<file path="src/hdl/rcs_pkg.sv">
// Shared types and constants for the rainbow HSV color sequencer.
// No dependencies; imported by every module of the block.
package rcs_pkg;

    // Configuration register indexes
    localparam logic [1:0] REG_STEP_INTERVAL = 2'd0;
    localparam logic [1:0] REG_SATURATION    = 2'd1;
    localparam logic [1:0] REG_BRIGHTNESS    = 2'd2;

    // Register reset values
    localparam logic [7:0] STEP_INTERVAL_RST = 8'd40;
    localparam logic [7:0] SATURATION_RST    = 8'd255;
    localparam logic [7:0] BRIGHTNESS_RST    = 8'd255;

    // Position queue between front and back
    localparam int QUEUE_DEPTH = 4;
    localparam int QPTR_W      = $clog2(QUEUE_DEPTH);

    // hue = wheel*255/360 = wheel*17/24; divide by 24 as >>3 then *683>>11
    localparam logic [9:0] HUE_RECIP       = 10'd683;
    localparam int         HUE_RECIP_SHIFT = 11;

    // Color conversion settings seen by the back end
    typedef struct packed {
        logic [7:0] saturation;
        logic [7:0] brightness;
    } color_cfg_t;

    // Write side of the position queue
    typedef struct packed {
        logic       push;
        logic [7:0] wheel;
    } q_push_t;

    // Status of the position queue
    typedef struct packed {
        logic full;
        logic empty;
    } q_stat_t;

endpackage

</file>
<file path="src/hdl/rainbow_hsv_color_sequencer.sv">
// Top level of the rainbow HSV color sequencer: configuration registers,
// front end, position queue and color back end. Depends on rcs_pkg.
//
// Usage:
//   s_* carries tick words (tdata[0] = tick). A word with tick 0 is taken
//   and ignored. Each tick bumps an elapsed count; when the count exceeds
//   step_interval it clears and one RGB word is produced on m_* for the
//   current wheel position, which then steps by one and wraps at 256.
//   cfg_we/cfg_addr/cfg_wdata write step_interval (0), saturation (1) and
//   brightness (2); other indexes are ignored. Write only
//   while no color is in flight.
//   Ticks are taken one per cycle while the queue has room. The converter
//   is a four-step sequencer and takes a new position from the queue only
//   after its last color has left the final step. A four-entry position
//   queue sits between the tick counter and the converter; s_tready drops
//   only when it is full.
//   A stalled m_tready holds the output word; the converter parks its
//   finished result until the output register frees.
//   Reset clears the count, the wheel, the queue and the output valid, and
//   loads interval 40, saturation 255, brightness 255.
module rainbow_hsv_color_sequencer
(
    input  logic        clk,
    input  logic        rst_n,
    input  logic        s_tvalid,
    output logic        s_tready,
    input  logic [7:0]  s_tdata,    // [0] tick, [7:1] zero fill
    output logic        m_tvalid,
    input  logic        m_tready,
    output logic [23:0] m_tdata,    // [7:0] red, [15:8] green, [23:16] blue
    input  logic        cfg_we,
    input  logic [1:0]  cfg_addr,
    input  logic [7:0]  cfg_wdata
);
    import rcs_pkg::*;

    logic [7:0]  step_interval_reg;
    logic [7:0]  saturation_reg;
    logic [7:0]  brightness_reg;
    color_cfg_t  color_cfg;
    q_push_t     q_wr;
    q_stat_t     q_stat;
    logic        q_pop;
    logic [7:0]  q_wheel;

    // Decode configuration writes
    always_ff @(posedge clk or negedge rst_n)
    begin
        if (!rst_n)
        begin
            step_interval_reg <= STEP_INTERVAL_RST;
            saturation_reg    <= SATURATION_RST;
            brightness_reg    <= BRIGHTNESS_RST;
        end
        else if (cfg_we)
        begin
            unique case (cfg_addr)
                REG_STEP_INTERVAL: step_interval_reg <= cfg_wdata;
                REG_SATURATION:    saturation_reg    <= cfg_wdata;
                REG_BRIGHTNESS:    brightness_reg    <= cfg_wdata;
                default:           ;
            endcase
        end
    end

    assign color_cfg.saturation = saturation_reg;
    assign color_cfg.brightness = brightness_reg;

    rcs_front u_front
    (
        .clk           (clk),
        .rst_n         (rst_n),
        .s_tvalid      (s_tvalid),
        .s_tready      (s_tready),
        .s_tdata       (s_tdata),
        .step_interval (step_interval_reg),
        .q_stat        (q_stat),
        .q_wr          (q_wr)
    );

    rcs_queue u_queue
    (
        .clk      (clk),
        .rst_n    (rst_n),
        .wr       (q_wr),
        .pop      (q_pop),
        .rd_wheel (q_wheel),
        .stat     (q_stat)
    );

    rcs_back u_back
    (
        .clk      (clk),
        .rst_n    (rst_n),
        .cfg      (color_cfg),
        .q_stat   (q_stat),
        .q_wheel  (q_wheel),
        .q_pop    (q_pop),
        .m_tvalid (m_tvalid),
        .m_tready (m_tready),
        .m_tdata  (m_tdata)
    );

endmodule

</file>
<file path="src/hdl/rcs_queue.sv">
// Short FIFO of wheel positions between the tick front end and color back end.
// Depends on rcs_pkg.
module rcs_queue
(
    input  logic             clk,
    input  logic             rst_n,
    input  rcs_pkg::q_push_t wr,
    input  logic             pop,
    output logic [7:0]       rd_wheel,
    output rcs_pkg::q_stat_t stat
);
    import rcs_pkg::*;

    logic [7:0]        entries_reg [QUEUE_DEPTH];
    logic [QPTR_W-1:0] wr_ptr_reg;
    logic [QPTR_W-1:0] rd_ptr_reg;
    logic [QPTR_W:0]   count_reg;
    logic [QPTR_W-1:0] wr_ptr_next;
    logic [QPTR_W-1:0] rd_ptr_next;
    logic [QPTR_W:0]   count_next;
    logic              do_push;
    logic              do_pop;

    assign stat.full  = (count_reg == (QPTR_W+1)'(QUEUE_DEPTH));
    assign stat.empty = (count_reg == '0);
    assign do_push    = wr.push && !stat.full;
    assign do_pop     = pop && !stat.empty;
    assign rd_wheel   = entries_reg[rd_ptr_reg];

    // Advance pointers and fill count
    always_comb
    begin
        wr_ptr_next = do_push ? wr_ptr_reg + 1'b1 : wr_ptr_reg;
        rd_ptr_next = do_pop  ? rd_ptr_reg + 1'b1 : rd_ptr_reg;
        count_next  = count_reg;
        if (do_push && !do_pop)
        begin
            count_next = count_reg + 1'b1;
        end
        else if (do_pop && !do_push)
        begin
            count_next = count_reg - 1'b1;
        end
    end

    always_ff @(posedge clk or negedge rst_n)
    begin
        if (!rst_n)
        begin
            wr_ptr_reg <= '0;
            rd_ptr_reg <= '0;
            count_reg  <= '0;
        end
        else
        begin
            wr_ptr_reg <= wr_ptr_next;
            rd_ptr_reg <= rd_ptr_next;
            count_reg  <= count_next;
        end
    end

    // Store the pushed position
    always_ff @(posedge clk)
    begin
        if (do_push)
        begin
            entries_reg[wr_ptr_reg] <= wr.wheel;
        end
    end

endmodule

</file>
<file path="src/hdl/rcs_front.sv">
// Tick front end: counts accepted ticks and queues a wheel position per color step.
// Depends on rcs_pkg.
module rcs_front
(
    input  logic             clk,
    input  logic             rst_n,
    input  logic             s_tvalid,
    output logic             s_tready,
    input  logic [7:0]       s_tdata,    // [0] tick, [7:1] zero fill
    input  logic [7:0]       step_interval,
    input  rcs_pkg::q_stat_t q_stat,
    output rcs_pkg::q_push_t q_wr
);
    import rcs_pkg::*;

    logic [8:0] elapsed_reg;
    logic [8:0] elapsed_next;
    logic [7:0] wheel_reg;
    logic [7:0] wheel_next;
    logic [8:0] elapsed_inc;
    logic       tick_word;
    logic       step;

    // Hold off ticks only while the queue has no room for a step
    assign s_tready    = !q_stat.full;
    assign tick_word   = s_tvalid && s_tready && s_tdata[0];
    assign elapsed_inc = elapsed_reg + 9'd1;
    assign step        = tick_word && (elapsed_inc > {1'b0, step_interval});

    assign q_wr.push  = step;
    assign q_wr.wheel = wheel_reg;

    // Advance the tick count; clear it and move the wheel on a step
    always_comb
    begin
        elapsed_next = elapsed_reg;
        wheel_next   = wheel_reg;
        if (step)
        begin
            elapsed_next = '0;
            wheel_next   = wheel_reg + 8'd1;
        end
        else if (tick_word)
        begin
            elapsed_next = elapsed_inc;
        end
    end

    always_ff @(posedge clk or negedge rst_n)
    begin
        if (!rst_n)
        begin
            elapsed_reg <= '0;
            wheel_reg   <= '0;
        end
        else
        begin
            elapsed_reg <= elapsed_next;
            wheel_reg   <= wheel_next;
        end
    end

endmodule

</file>
<file path="src/hdl/rcs_back.sv">
// Color back end: turns a queued wheel position into an RGB word in four steps.
// Depends on rcs_pkg.
module rcs_back
(
    input  logic               clk,
    input  logic               rst_n,
    input  rcs_pkg::color_cfg_t cfg,
    input  rcs_pkg::q_stat_t   q_stat,
    input  logic [7:0]         q_wheel,
    output logic               q_pop,
    output logic               m_tvalid,
    input  logic               m_tready,
    output logic [23:0]        m_tdata    // [7:0] red, [15:8] green, [23:16] blue
);
    import rcs_pkg::*;

    localparam logic [1:0] ST_IDLE  = 2'd0;
    localparam logic [1:0] ST_HUE   = 2'd1;
    localparam logic [1:0] ST_TERMS = 2'd2;
    localparam logic [1:0] ST_MIX   = 2'd3;

    // Hue sectors of the six-sector conversion
    localparam logic [2:0] SEC_RED_YEL = 3'd0;
    localparam logic [2:0] SEC_YEL_GRN = 3'd1;
    localparam logic [2:0] SEC_GRN_CYN = 3'd2;
    localparam logic [2:0] SEC_CYN_BLU = 3'd3;
    localparam logic [2:0] SEC_BLU_MAG = 3'd4;

    logic [1:0]  state_reg;
    logic [1:0]  state_next;
    logic [9:0]  n_reg;
    logic [2:0]  sector_reg;
    logic [7:0]  f_reg;
    logic [7:0]  sf_reg;
    logic [7:0]  s1f_reg;
    logic [7:0]  p_reg;
    logic        out_valid_reg;
    logic        out_valid_next;
    logic [23:0] out_rgb_reg;

    logic [12:0] wheel17;
    logic [19:0] hue_prod;
    logic [7:0]  hue;
    logic [10:0] hue_x6;
    logic [15:0] sf_prod;
    logic [15:0] s1f_prod;
    logic [15:0] p_prod;
    logic [15:0] q_prod;
    logic [15:0] t_prod;
    logic [7:0]  q_term;
    logic [7:0]  t_term;
    logic [7:0]  red;
    logic [7:0]  green;
    logic [7:0]  blue;
    logic        out_free;

    assign out_free = !out_valid_reg || m_tready;
    assign q_pop    = (state_reg == ST_IDLE) && !q_stat.empty;
    assign m_tvalid = out_valid_reg;
    assign m_tdata  = out_rgb_reg;

    // Step one: wheel*17, then drop three bits (the /8 part of /24)
    assign wheel17 = {1'b0, q_wheel, 4'b0000} + {5'b00000, q_wheel};

    // Step two: finish /3 by reciprocal, then split 6*hue into sector and fraction
    assign hue_prod = n_reg * HUE_RECIP;
    assign hue      = hue_prod[HUE_RECIP_SHIFT +: 8];
    assign hue_x6   = {1'b0, hue, 2'b00} + {2'b00, hue, 1'b0};

    // Step three: saturation-scaled fractions and the p term
    assign sf_prod  = cfg.saturation * f_reg;
    assign s1f_prod = cfg.saturation * (8'd255 - f_reg);
    assign p_prod   = cfg.brightness * (8'd255 - cfg.saturation);

    // Step four: q and t terms, then sector select
    assign q_prod = cfg.brightness * (8'd255 - sf_reg);
    assign t_prod = cfg.brightness * (8'd255 - s1f_reg);
    assign q_term = q_prod[15:8];
    assign t_term = t_prod[15:8];

    always_comb
    begin
        red   = cfg.brightness;
        green = p_reg;
        blue  = q_term;
        if (cfg.saturation == 8'd0)
        begin
            green = cfg.brightness;
            blue  = cfg.brightness;
        end
        else
        begin
            case (sector_reg)
                SEC_RED_YEL:
                begin
                    red = cfg.brightness; green = t_term; blue = p_reg;
                end
                SEC_YEL_GRN:
                begin
                    red = q_term; green = cfg.brightness; blue = p_reg;
                end
                SEC_GRN_CYN:
                begin
                    red = p_reg; green = cfg.brightness; blue = t_term;
                end
                SEC_CYN_BLU:
                begin
                    red = p_reg; green = q_term; blue = cfg.brightness;
                end
                SEC_BLU_MAG:
                begin
                    red = t_term; green = p_reg; blue = cfg.brightness;
                end
                default:
                begin
                    red = cfg.brightness; green = p_reg; blue = q_term;
                end
            endcase
        end
    end

    // Sequence one position through the steps; hold in the last step until output frees
    always_comb
    begin
        state_next     = state_reg;
        out_valid_next = out_valid_reg && !m_tready;
        unique case (state_reg)
            ST_IDLE:
            begin
                if (!q_stat.empty)
                begin
                    state_next = ST_HUE;
                end
            end
            ST_HUE:
            begin
                state_next = ST_TERMS;
            end
            ST_TERMS:
            begin
                state_next = ST_MIX;
            end
            ST_MIX:
            begin
                if (out_free)
                begin
                    out_valid_next = 1'b1;
                    state_next     = ST_IDLE;
                end
            end
            default:
            begin
                state_next = ST_IDLE;
            end
        endcase
    end

    always_ff @(posedge clk or negedge rst_n)
    begin
        if (!rst_n)
        begin
            state_reg     <= ST_IDLE;
            out_valid_reg <= 1'b0;
        end
        else
        begin
            state_reg     <= state_next;
            out_valid_reg <= out_valid_next;
        end
    end

    // Datapath registers
    always_ff @(posedge clk)
    begin
        if (q_pop)
        begin
            n_reg <= wheel17[12:3];
        end
        if (state_reg == ST_HUE)
        begin
            sector_reg <= hue_x6[10:8];
            f_reg      <= hue_x6[7:0];
        end
        if (state_reg == ST_TERMS)
        begin
            sf_reg  <= sf_prod[15:8];
            s1f_reg <= s1f_prod[15:8];
            p_reg   <= p_prod[15:8];
        end
        if ((state_reg == ST_MIX) && out_free)
        begin
            out_rgb_reg <= {blue, green, red};
        end
    end

endmodule
</file>
<file path="config.mk">
export PLATFORM = sky130hd
export DESIGN_NAME = rainbow_hsv_color_sequencer
export DESIGN_NICKNAME = d
export VERILOG_FILES = /design/src/hdl/rcs_pkg.sv /design/src/hdl/rainbow_hsv_color_sequencer.sv /design/src/hdl/rcs_queue.sv /design/src/hdl/rcs_front.sv /design/src/hdl/rcs_back.sv
export SDC_FILE = /design/constraint.sdc
export NUM_CORES = 1
export LEC_CHECK = 0
export BUFFER_PORTS_ARGS = -buffer_cell sky130_fd_sc_hd__buf_2
export CORE_ASPECT_RATIO = 0.5
export CORE_MARGIN = 5
export CORE_UTILIZATION = 45
export CTS_CLUSTER_DIAMETER = 200
export DETAILED_ROUTE_END_ITERATION = 16
export HOLD_SLACK_MARGIN = 0.15
export SYNTH_ARGS = -nofsm -noshare
export SYNTH_HDL_FRONTEND = slang
export SYNTH_SLANG_ARGS = --single-unit
</file>
<file path="constraint.sdc">
create_clock -name clk -period 14.1 [get_ports clk]
set_input_delay 2.115 -clock clk [delete_from_list [all_inputs] [get_ports clk]]
set_output_delay 2.115 -clock clk [all_outputs]
set_load 0.1 [all_outputs]
</file>
Word level (Yosys, flattened, before mapping) --
Memories as Yosys holds them, arrays and structs flattened. Index checks and enable logic that the tools add are counted.
Cells by class: equality and inequality tests 12, reductions and logical operators 32, $lt $le $gt $ge 1, bitwise operators 0, shifts and indexed selects 0, divide/modulo/power cells 0, muxes and demuxes 17, multiply operators 6, add/sub/neg operators 12
Operator list (number):
- one-hot mux 8 bit (3 select lines) | 3
- multiplier 8 x 16 -> 16 bit | 4
- subtractor 8 x 8 -> 9 bit, first input constant | 4
- 2-to-1 mux 8 bit | 3
- multiplier 10 x 10 -> 19 bit, second input constant | 1
- 2-to-1 mux 9 bit | 2
- multiplier 8 x 8 -> 16 bit | 1
- adder 12 x 8 -> 13 bit | 1
- adder 10 x 9 -> 11 bit | 1
- logical AND 1 bit | 10
- adder 9 x 1 -> 9 bit, second input constant | 1
- > comparator 9 x 8 -> 1 bit | 1
- adder 8 x 1 -> 8 bit, second input constant | 1
- zero test 8 bit | 1
- one-hot mux 2 bit (4 select lines) | 1
- AND reduction 2 bit | 4
- OR reduction 2 bit | 4
- == test 2 bit, second input constant | 3
- == test 3 x 2 -> 1 bit, second input constant | 2
- == test 3 bit, second input constant | 2
- zero test 1 bit | 6
- zero test 3 bit | 2
- 2-to-1 mux 3 bit | 2
- adder 2 x 1 -> 2 bit, second input constant | 2
- 11 further kinds | 18
Word-level totals: bits of input ports 23, ROM bits 0, register bits 120, memory bits (writable) 32, latch bits 0, memories 1
Memories:
- u_queue.entries_reg | depth 4, width 8, rd ports 1, clocked after Yosys merged registers in 0, write ports 1, RTL line rcs_queue.sv:14 | logic [7:0] entries_reg [QUEUE_DEPTH];

Longest topological paths before layout --
Gate-level depths: netlist (run 1).
word-level depth 10, mapped depth 26

Modules after synthesis --
A second synthesis (run 1) with hierarchy kept.
Second synthesis, totals: cells, all modules 1849, area total of the unflattened synthesis 18516.5 µm²
Modules (own cells, without submodules):
- rcs_back | seq. area each 2117.0 µm², cells each 1595, area an instance 14863.0 µm², instances 1
- rcs_queue | seq. area each 1136.1 µm², cells each 78, area an instance 1575.3 µm², instances 1
- rcs_front | seq. area each 425.4 µm², cells each 125, area an instance 1143.6 µm², instances 1
- rainbow_hsv_color_sequencer | seq. area each 623.1 µm², cells each 51, area an instance 934.6 µm², instances 1

Worst setup path before layout (run 1) --
OpenSTA, ideal clock, no wires.
kind register -> register, start point register u_back.n_reg[5], end point register u_back.sector_reg[1], data pin, required time 13833 ps, slack 8611 ps, data arrival time 5222 ps, cell stages (with the launch flop) 25, library setup time 267 ps, cells stage by stage edfxtp_1 -> ha_1 -> ha_1 -> inv_1 -> fa_1 -> inv_1 -> fa_1 -> inv_1 -> fa_1 -> inv_1 -> ha_1 -> and4_2 -> o21ai_2 -> nand2_1 -> nor2_1 -> nor2b_1 -> o21a_1 -> nor2_1 -> ha_1 -> a21o_1 -> a21oi_1 -> o21ai_0 -> maj3_2 -> a21oi_2 -> xnor2_1
On the way: longest elaborated chain between the ends 2
RTL lines:
- from (decl) | RTL line rcs_back.sv:31 | logic [9:0] n_reg;
- from (signal assigned) | RTL line rcs_back.sv:177 | n_reg <= wheel17[12:3];
- multiplier 10 x 10 -> 19 bit | RTL line rcs_back.sv:66 | assign hue_prod = n_reg * HUE_RECIP;
- adder 10 x 9 -> 11 bit | RTL line rcs_back.sv:68 | assign hue_x6 = {1'b0, hue, 2'b00} + {2'b00, hue, 1'b0};
- net u_back.hue_x6[9] | RTL line rcs_back.sv:44 | logic [10:0] hue_x6;
- to (signal assigned) | RTL line rcs_back.sv:181 | sector_reg <= hue_x6[10:8];
- to (decl) | RTL line rcs_back.sv:32 | logic [2:0] sector_reg;
The timed path passes the listed nets, and every way through them passes these cells. A chain may end at the register's enable or synchronous reset.

Worst setup path in the final report (run 1) --
start point register brightness_reg[6], end point register u_back.out_rgb_reg[11] (netlist: u_back.m_tdata[11]), data pin
On the way: longest elaborated chain between the ends 3
RTL lines:
- from (decl) | RTL line rainbow_hsv_color_sequencer.sv:39 | logic [7:0] brightness_reg;
- from (signal assigned) | RTL line rainbow_hsv_color_sequencer.sv:60 | REG_BRIGHTNESS: brightness_reg <= cfg_wdata;
- multiplier 8 x 16 -> 16 bit, on equally long branches | RTL line rcs_back.sv:76, rcs_back.sv:77
- one-hot mux 8 bit (3 select lines) * | RTL line rcs_back.sv:93 | case (sector_reg)
- 2-to-1 mux 8 bit * | RTL line rcs_back.sv:86 | if (cfg.saturation == 8'd0)
- net u_back.green[3] | RTL line rcs_back.sv:53 | logic [7:0] green;
- to (signal assigned) | RTL line rcs_back.sv:192 | out_rgb_reg <= {blue, green, red};
- to (decl) | RTL line rcs_back.sv:39 | logic [23:0] out_rgb_reg;
Mark *: on every way through the listed nets, which the timed path passes. The rest lies on a longest branch.

==> results of run 1 <==
## cells in the mapped netlist, types with 19 or more instances
cell	number	area, sq um
and2_1	38	237.7
nand2_1	83	311.6
xor2_1	22	192.7
a21oi_1	41	205.2
nor2_1	89	334.1
dfrtp_1	33	825.8
ha_1	255	3191
xnor2_1	52	455.4
nand2b_1	81	506.7
edfxtp_1	100	3003
o21ai_0	45	225.2
nor2b_1	156	975.9
mux2_2	19	214.0
fa_1	193	3864
clkbuf_1	60	225.2
inv_1	294	1104
## layout make-up
cell class	instances	area, sq um	share of cell area
clock buffer	19	454.2	0.02344
clock inverter	13	128.9	0.006652
inverter	296	1111	0.05735
multi-input combinational	1289	12450	0.6427
sequential	151	4302	0.2220
tap	540	675.6	0.03487
timing repair buffer	47	250.2	0.01292
## per-stage QoR
stage	setup slack, ps	instances	area, sq um	util
2_1_floorplan	8611	1802	18130	-
3_3_place_gp	7912	2323	18790	0.4688
3_5_place_dp	7819	2323	18790	0.4688
4_1_cts	7811	2355	19370	0.4834
5_1_grt	7478	2355	19370	0.4834
6_report	7809	2355	19370	0.4834
## metal layers
layer  up-vias  part of all wire
li1       5883                 -
met1      5958              0.49
met2       178              0.46
met3        28             0.035
met4         0             0.012
met5         -                 0
## cells by family (layout without fill, tap and decap cells)
kind of cell / count (synthesis) / count (layout) / synth area share
buf+inv: 362 / 375 / 0.07572
fa+ha+maj: 449 / 449 / 0.3898
compound gates: 207 / 207 / 0.07855
simple gates: 529 / 529 / 0.1590
xor+xnor: 75 / 75 / 0.03665
flops: 151 / 151 / 0.2373
mux: 29 / 29 / 0.02292
## how the worst max path moves through the flow
| stage | start | end | slack [ps] |
|---|---|---|---|
| after global routing | brightness_reg[6] | u_back.m_tdata[6] | 7480 |
| after CTS | brightness_reg[6] | u_back.m_tdata[11] | 7810 |
| after floorplan | u_back.n_reg[5] | u_back.sector_reg[1] | 8610 |
| final | brightness_reg[6] | u_back.m_tdata[11] | 7810 |
| after global placement | brightness_reg[6] | u_back.m_tdata[11] | 7910 |
| after detailed placement | brightness_reg[6] | u_back.m_tdata[11] | 7820 |
==> metrics.txt, run 1 <==
status=finished, final reports clean; delay-heaviest family, CP=adder cells; Worst Hold Depth=1; Core ar.=40,080 sq um; most common cell after layout, fill and taps aside=inv_1; Bufs on Longest Clock Path=2; clk slew on worst S/H paths=70 ps; Horiz. Die Dim=293.8 um; fin crit period=6291 ps; CP Buf/Inv Count=3; Crit. End Element=register; routed vias=12,050; initial core utilization=0.4523; Clock Skews=15.24 ps; Worst Tran Pin Value=918.9 ps; # DRC=0; die span in y=151.9 um; most frequent cells in the layout=294 x inv_1, 255 x ha_1, 193 x fa_1; busiest grt layer=met2; Reg-to-Reg End=u_back.m_tdata[11]; Antenna diodes=0; Hold Startpoint=u_front.elapsed_reg[8]; max incr delay on CP=860 ps; required time of the worst setup path=14,300 ps; hold_buf cts=0; Post-Syn Area per Cell=10.06 sq um; post-synth design cell area=18,130 sq um; hold endpoint=u_front.elapsed_reg[8]; H-tree depth=4; Synth Net Count=2,273; reg2reg path depth=17; share of cells above drive strength 1=0.08264; Seq cells post-synth=151; Port Buffers=41; Max-cap violations=0; Worst-Skew Late Latency=460 ps; Crit path top cell by count=fa_1; Detailed Route WL=37,750 um; fmax=159.0 MHz; sequential area share after synthesis=0.2373; Crit. path cell count=17; io pins=49; fin. max-slew vios=0; row count=52; Startpoint Class=register; most used flip-flop cell after synthesis=edfxtp_1; Area growth syn-to-layout=6.882%; # setup viols final=0; die area=44,640 sq um; Critical Path Fanout Max=18; DR vias/cell=5.115; GR Util All Layers=0.1761; root buffer cell=clkbuf_16; Routability Congestion=0.8581; Syn. warnings=0; number of synthesized flops with an enable pin=100; # clock sinks=151; Reg-to-Reg Start=brightness_reg[6]; setup bufs post-CTS=0; initial antenna violation count=0; post-route setup TNS=0 ps; Hold Violations, Final=0; final hold slack=514.0 ps; worst hold path type=register to register; Unique masters post-synth=82; WL per Instance=16.03 um; CP cell instances=clkinv_1 -> nor2_1 -> fa_1 -> fa_1 -> fa_1 -> inv_1 -> fa_1 -> inv_1 -> ha_1 -> nor2b_1 -> a41o_1 -> o21ai_2 -> a21oi_2 -> xor2_1 -> mux2_2 -> a221oi_1 -> o21ai_1; max FFs per register=32; CTS Buf Count=17; critical path's slowest cell=dfstp_2; DRT iter0 DRCs=656; first-pass GRT wire length=64,690 um; CTS tree=built; M3 GR Usage=0.02961; unrepaired setup endpoints after global routing=false; pin count of the biggest net entering global routing=52; drt pass-1 iters=5; GR Util met2=0.2843; CP Class=register to register; grt ovf=0; Post-DP HPWL=27,830 um; Antenna Nets Post-Route=0; vias in the first global route=12,420; Async S/R FF share, synth=0.3377; Crit path arrival time=6490 ps; FF-to-FF setup slack=7810 ps; Filler cells=3,785; met1 GRT Util=0.2534; Max-slew headroom=0.3874; nets=2,273; crit share post-route=0.4461; Post-Syn Instances=1,802; # resized after CTS=0
Power of run 1 is not shown: default switching activity piles up to over one toggle a cycle in this logic, so the estimate is an artifact.
==> inputs of run 2 (changes only) <==
==> constraint.sdc (replaced) <==
create_clock -name clk -period 5.5 [get_ports clk]
set_input_delay 0.825 -clock clk [delete_from_list [all_inputs] [get_ports clk]]
set_output_delay 0.825 -clock clk [all_outputs]
set_load 0.1 [all_outputs]
==> metrics.txt, run 2 (synthesized netlist as in run 1, its figures left out) <==
WL per Instance=15.94 um; Routability Congestion=0.8429; H-tree depth=4; final hold slack=482.9 ps; Post-DP HPWL=30,330 um; max incr delay on CP=540 ps; required time of the worst setup path=5720 ps; fin. max-slew vios=0; Worst Tran Pin Value=878.3 ps; max FFs per register=32; Critical Path Fanout Max=3; Reg area=4313 sq um; delay-heaviest family, CP=adder cells; multi-input logic area=12,740 sq um; nets=2,335; reg2reg path depth=25; Port Buffers=41; Worst Setup Slack, final=155.5 ps; Horiz. Die Dim=293.8 um; Filler cells=3,691; most common cell after layout, fill and taps aside=inv_1; CP startpoint=u_back.n_reg[7]; post-place setup slack=-51.13 ps; # DRC=0; worst hold path type=input pin to asynchronous set/reset pin; row count=52; CP Buf/Inv Count=5; Antenna diodes=0; Clock Skews=17.46 ps; drt pass-1 iters=5; most frequent cells in the layout=293 x inv_1, 239 x ha_1, 192 x fa_1; clk slew on worst S/H paths=80 ps; Area growth syn-to-layout=11.09%; Placed Cells=2,377; DRT iter0 DRCs=576; first-pass GRT wire length=65,550 um; Reg-to-Reg End=u_back.sector_reg[2]; grt ovf=0; io pins=49; vias in the first global route=12,830; CP Class=register to register; DR vias/cell=5.068; Bufs on Longest Clock Path=2; Worst-Skew Late Latency=450 ps; Reg-to-Reg Start=u_back.n_reg[7]; # setup viols final=0; CTS tree=built; # clock sinks=151; CTS Buf Count=17; fin crit period=5345 ps; unrepaired setup endpoints after global routing=true; Hold Violations, Final=0; Crit. End Element=register; initial antenna violation count=0; FF-to-FF setup slack=160 ps; routed vias=12,250; Crit path arrival time=5560 ps; fmax=187.1 MHz; die area=44,640 sq um; Max-slew headroom=0.4145; Detailed Route WL=38,520 um; fin cells=2,417; initial core utilization=0.4523; root buffer cell=clkbuf_16; Startpoint Class=register; share of cells above drive strength 1=0.1332; Max-cap violations=0; Antenna Nets Post-Route=0; Core ar.=40,080 sq um; critical path's slowest cell=fa_1; crit share post-route=0.9717; pin count of the biggest net entering global routing=52; die span in y=151.9 um; GR Util All Layers=0.1792; status=finished, final reports clean
run 2: cell count changes in the layout (fill, tap and decap cells not counted), moves of 4 or more:
cell     change
buf_4       +58
ha_1        -16
xnor2_2      +4
a21oi_2      +4
nor2_2       +4
nor2_1       -6
a21oi_1      -4
xnor2_1      -4
ha_4        +15
run 2: through the flow:
stage | utilization | TNS, ps | cell area (sq um)
finish | 0.5024 | 0 | 20140
global route | 0.5024 | -314.2 | 20140
CTS | 0.4936 | 0 | 19780
detailed placement | 0.4790 | -66.91 | 19200
global placement | 0.4790 | -19.49 | 19200
floorplan | - | 0 | 18130
run 2: layout make-up:
| type | instances | share of cell area |
|---|---|---|
| Inverter | 296 | 0.05537 |
| Clock buffer | 19 | 0.02200 |
| Clock inverter | 13 | 0.005717 |
| Sequential cell | 151 | 0.2142 |
| Tap cell | 540 | 0.03355 |
| Timing Repair Buffer | 109 | 0.03648 |
| Multi-Input combinational cell | 1289 | 0.6327 |
run 2: worst max path at each step:
| stage | depth (start not counted) | slack, ps | end |
|---|---|---|---|
| 6_report | 25 | 160 | u_back.sector_reg[2] |
| 5_1_grt | 25 | -130 | u_back.sector_reg[2] |
| 4_1_cts | 25 | 4 | u_back.sector_reg[2] |
| 3_5_place_dp | 24 | -50 | u_back.sector_reg[1] |
| 3_3_place_gp | 24 | -20 | u_back.sector_reg[1] |
| 2_1_floorplan | 24 | 10 | u_back.sector_reg[1] |
run 2: routing by layer:
| layer | vias to the layer above | track usage | part of all wire |
|---|---|---|---|
| met5 | - | 0 | 0 |
| met3 | 31 | 0.02494 | 0.035 |
| li1 | 6010 | - | - |
| met1 | 6019 | 0.2505 | 0.48 |
| met4 | 0 | 0.03383 | 0.0099 |
| met2 | 190 | 0.3020 | 0.48 |
run 2: repair_timing:
item | in CTS | in global routing
pin swaps | 0 | 23
setup buffers | 0 | 8
hold buffers | 0 | 0
resized for setup | 7 | 46
setup endpoints to repair | 2 | 15
Power of run 2 is left out for the same reason.
==> inputs of run 3 (changes only) <==
--- a/config.mk
+++ b/config.mk
@@ -6,7 +6,7 @@
 export NUM_CORES = 1
 export LEC_CHECK = 0
 export BUFFER_PORTS_ARGS = -buffer_cell sky130_fd_sc_hd__buf_2
-export CORE_ASPECT_RATIO = 0.5
+export CORE_ASPECT_RATIO = 1.5
 export CORE_MARGIN = 5
 export CORE_UTILIZATION = 45
 export CTS_CLUSTER_DIAMETER = 200
@@ -14,4 +14,5 @@
 export HOLD_SLACK_MARGIN = 0.15
 export SYNTH_ARGS = -nofsm -noshare
 export SYNTH_HDL_FRONTEND = slang
+export SYNTH_HIERARCHICAL = 1
 export SYNTH_SLANG_ARGS = --single-unit
==> metrics.txt, run 3 <==
Seq cells post-synth=151; H-tree depth=4; Bufs on Longest Clock Path=2; Async S/R FF share, synth=0.3377; Crit path arrival time=5730 ps; Routability Congestion=0.9301; hold_buf cts=0; fin. max-slew vios=0; most frequent cell after synthesis=inv_1; routed vias=13,180; fin crit period=5524 ps; Area growth syn-to-layout=13.14%; Detailed Route WL=42,260 um; Port Buffers=41; post-route setup TNS=-41.53 ps; CP Buf/Inv Count=2; vias in the first global route=14,320; Reg-to-Reg Start=u_back/n_reg[6]; DRT iter0 DRCs=659; Filler cells=3,685; initial core utilization=0.4530; most common cell after layout, fill and taps aside=inv_1; Horiz. Die Dim=175.6 um; crit share post-route=1.004; post-synth design cell area=18,520 sq um; Worst Tran Pin Value=1188 ps; sequential area share after synthesis=0.2323; FF-to-FF setup slack=-20 ps; Core ar.=40,880 sq um; unrepaired setup endpoints after global routing=true; Antenna diodes=0; Antenna Nets Post-Route=0; Crit. End Element=register; delay-heaviest family, CP=adder cells; row count=91; Worst-Skew Late Latency=450 ps; largest cells by area after synthesis=fa_1 21%, ha_1 18%, edfxtp_1 16%; Worst Setup Slack, final=-23.82 ps; initial antenna violation count=0; DR vias/cell=5.321; Synth Net Count=2,328; critical path's slowest cell=fa_1; # setup viols final=2; failing checks=negative setup slack; Max-cap violations=0; max FFs per register=32; Post-Syn Instances=1,849; die area=45,390 sq um; Syn. warnings=6; most frequent cells in the layout=319 x inv_1, 243 x ha_1, 196 x fa_1; Unique masters post-synth=86; # DRC=0; io pins=49; # clock sinks=151; Hold Violations, Final=0; required time of the worst setup path=5700 ps; CP Class=register to register; worst hold path type=input pin to asynchronous set/reset pin; CP cell instances=ha_4 -> ha_4 -> fa_1 -> fa_1 -> inv_1 -> fa_1 -> inv_1 -> ha_4 -> nand4_1 -> nor2_2 -> or3_4 -> a21oi_4 -> xnor2_2 -> ha_1 -> a21o_1 -> a21oi_2 -> o21bai_2 -> a21oi_4 -> o21ai_1 -> a311oi_2 -> xnor2_1; fmax=181.0 MHz; top cells by count, synth=322 x inv_1, 259 x ha_1, 197 x fa_1, 127 x nor2b_1, 100 x edfxtp_1; Synth area leader=fa_1; Clock Skews=17.16 ps; most used flip-flop cell after synthesis=edfxtp_1; pin count of the biggest net entering global routing=52; GR Util All Layers=0.1917; Startpoint Class=register; Post-DP HPWL=34,220 um; CTS tree=built; Post-Syn Area per Cell=10.01 sq um; WL per Instance=17.06 um; number of synthesized flops with an enable pin=100; CTS Buf Count=17; drt pass-1 iters=5; root buffer cell=clkbuf_16; share of cells above drive strength 1=0.1587; Yosys top cell area share=0.2130; multi-input logic area=13,110 sq um; Critical Path Fanout Max=3; nets=2,432; post-place setup slack=-222.3 ps; first-pass GRT wire length=70,320 um; reg2reg path depth=21; Reg-to-Reg End=u_back/sector_reg[1]; die span in y=258.4 um; status=finished with violations; max incr delay on CP=520 ps; Max-slew headroom=0.2083; Reg area=4309 sq um; grt ovf=0; clk slew on worst S/H paths=80 ps
[run 3: cell types whose count changed in the layout (fill, tap and decap cells not counted), moves of 5 or more]
cell      delta
o21ai_0     -11
inv_1       +26
o211ai_1     +6
buf_4       +39
nor3_1      +10
o21a_1       -9
nand2b_1     +7
xnor2_1      -5
xor2_1       +6
nor2b_1     -28
mux2_2       +8
nand2_1     +15
[run 3: worst max-delay path by stage]
stage	depth (start not counted)	to	slack, ps	start
final	21	u_back/sector_reg[1]	-20	u_back/n_reg[6]
after global routing	21	u_back/sector_reg[1]	-230	u_back/n_reg[6]
after CTS	21	u_back/sector_reg[1]	10	u_back/n_reg[0]
after detailed placement	21	u_back/sector_reg[1]	-220	u_back/n_reg[1]
after global placement	22	u_back/sector_reg[0]	-160	u_back/n_reg[1]
after floorplan	24	u_back/sector_reg[0]	6	u_back/n_reg[5]
[run 3: layout make-up]
class / instances / area share
clock buffers: 17 / 0.02031
clock inverters: 15 / 0.008541
inverters: 327 / 0.05859
multi-input cells: 1306 / 0.6256
flip-flops and latches: 151 / 0.2057
well taps: 511 / 0.03052
repair buffers: 150 / 0.05077
[run 3: worst reg2reg max path, stage by stage (launching register included)]
cell      delay, ps
edfxtp_1        510
ha_4            330
ha_4            200
fa_1            480
fa_1            520
inv_1            50
fa_1            490
inv_1            60
ha_4            210
nand4_1         180
nor2_2          100
or3_4           410
a21oi_4         180
xnor2_2         160
ha_1            280
a21o_1          200
a21oi_2         170
o21bai_2        110
a21oi_4         220
o21ai_1         110
a311oi_2        230
xnor2_1          90
[run 3: cells by family after synthesis]
family | synth area share
DFF | 0.2323
buffers and inverters | 0.08041
xor gates and xnor gates | 0.03683
and+or+nand+nor | 0.1560
adders and majority gates | 0.3886
muxes | 0.02750
AOI/OAI and AO/OA | 0.07832
[run 3: per-layer routing]
metal / GRT usage / vias up / wire length [um]
met5: 0 / - / 0
met1: 0.2087 / 6622 / 15840
met2: 0.3786 / 229 / 23910
met3: 0.02014 / 66 / 1186
li1: - / 6262 / -
met4: 0.06827 / 0 / 1321
[run 3: repair_timing]
action | 4_1_cts | 5_1_grt
pin swaps | 38 | 21
resized for setup | 31 | 27
setup endpoints to repair | 4 | 13
setup buffers | 11 | 7
[run 3: through the flow]
step                      hold WS (ps)  cell area (sq um)    util  std cells
after global routing             520.0              20950  0.5125       2477
after detailed placement         472.4              19830  0.4850       2427
final                            489.1              20950  0.5125       2477
after CTS                        490.3              20710  0.5066       2470
after global placement           463.0              19830  0.4850       2427
after floorplan                  445.3              18550       -       1849
Power of run 3 is left out for the same reason.
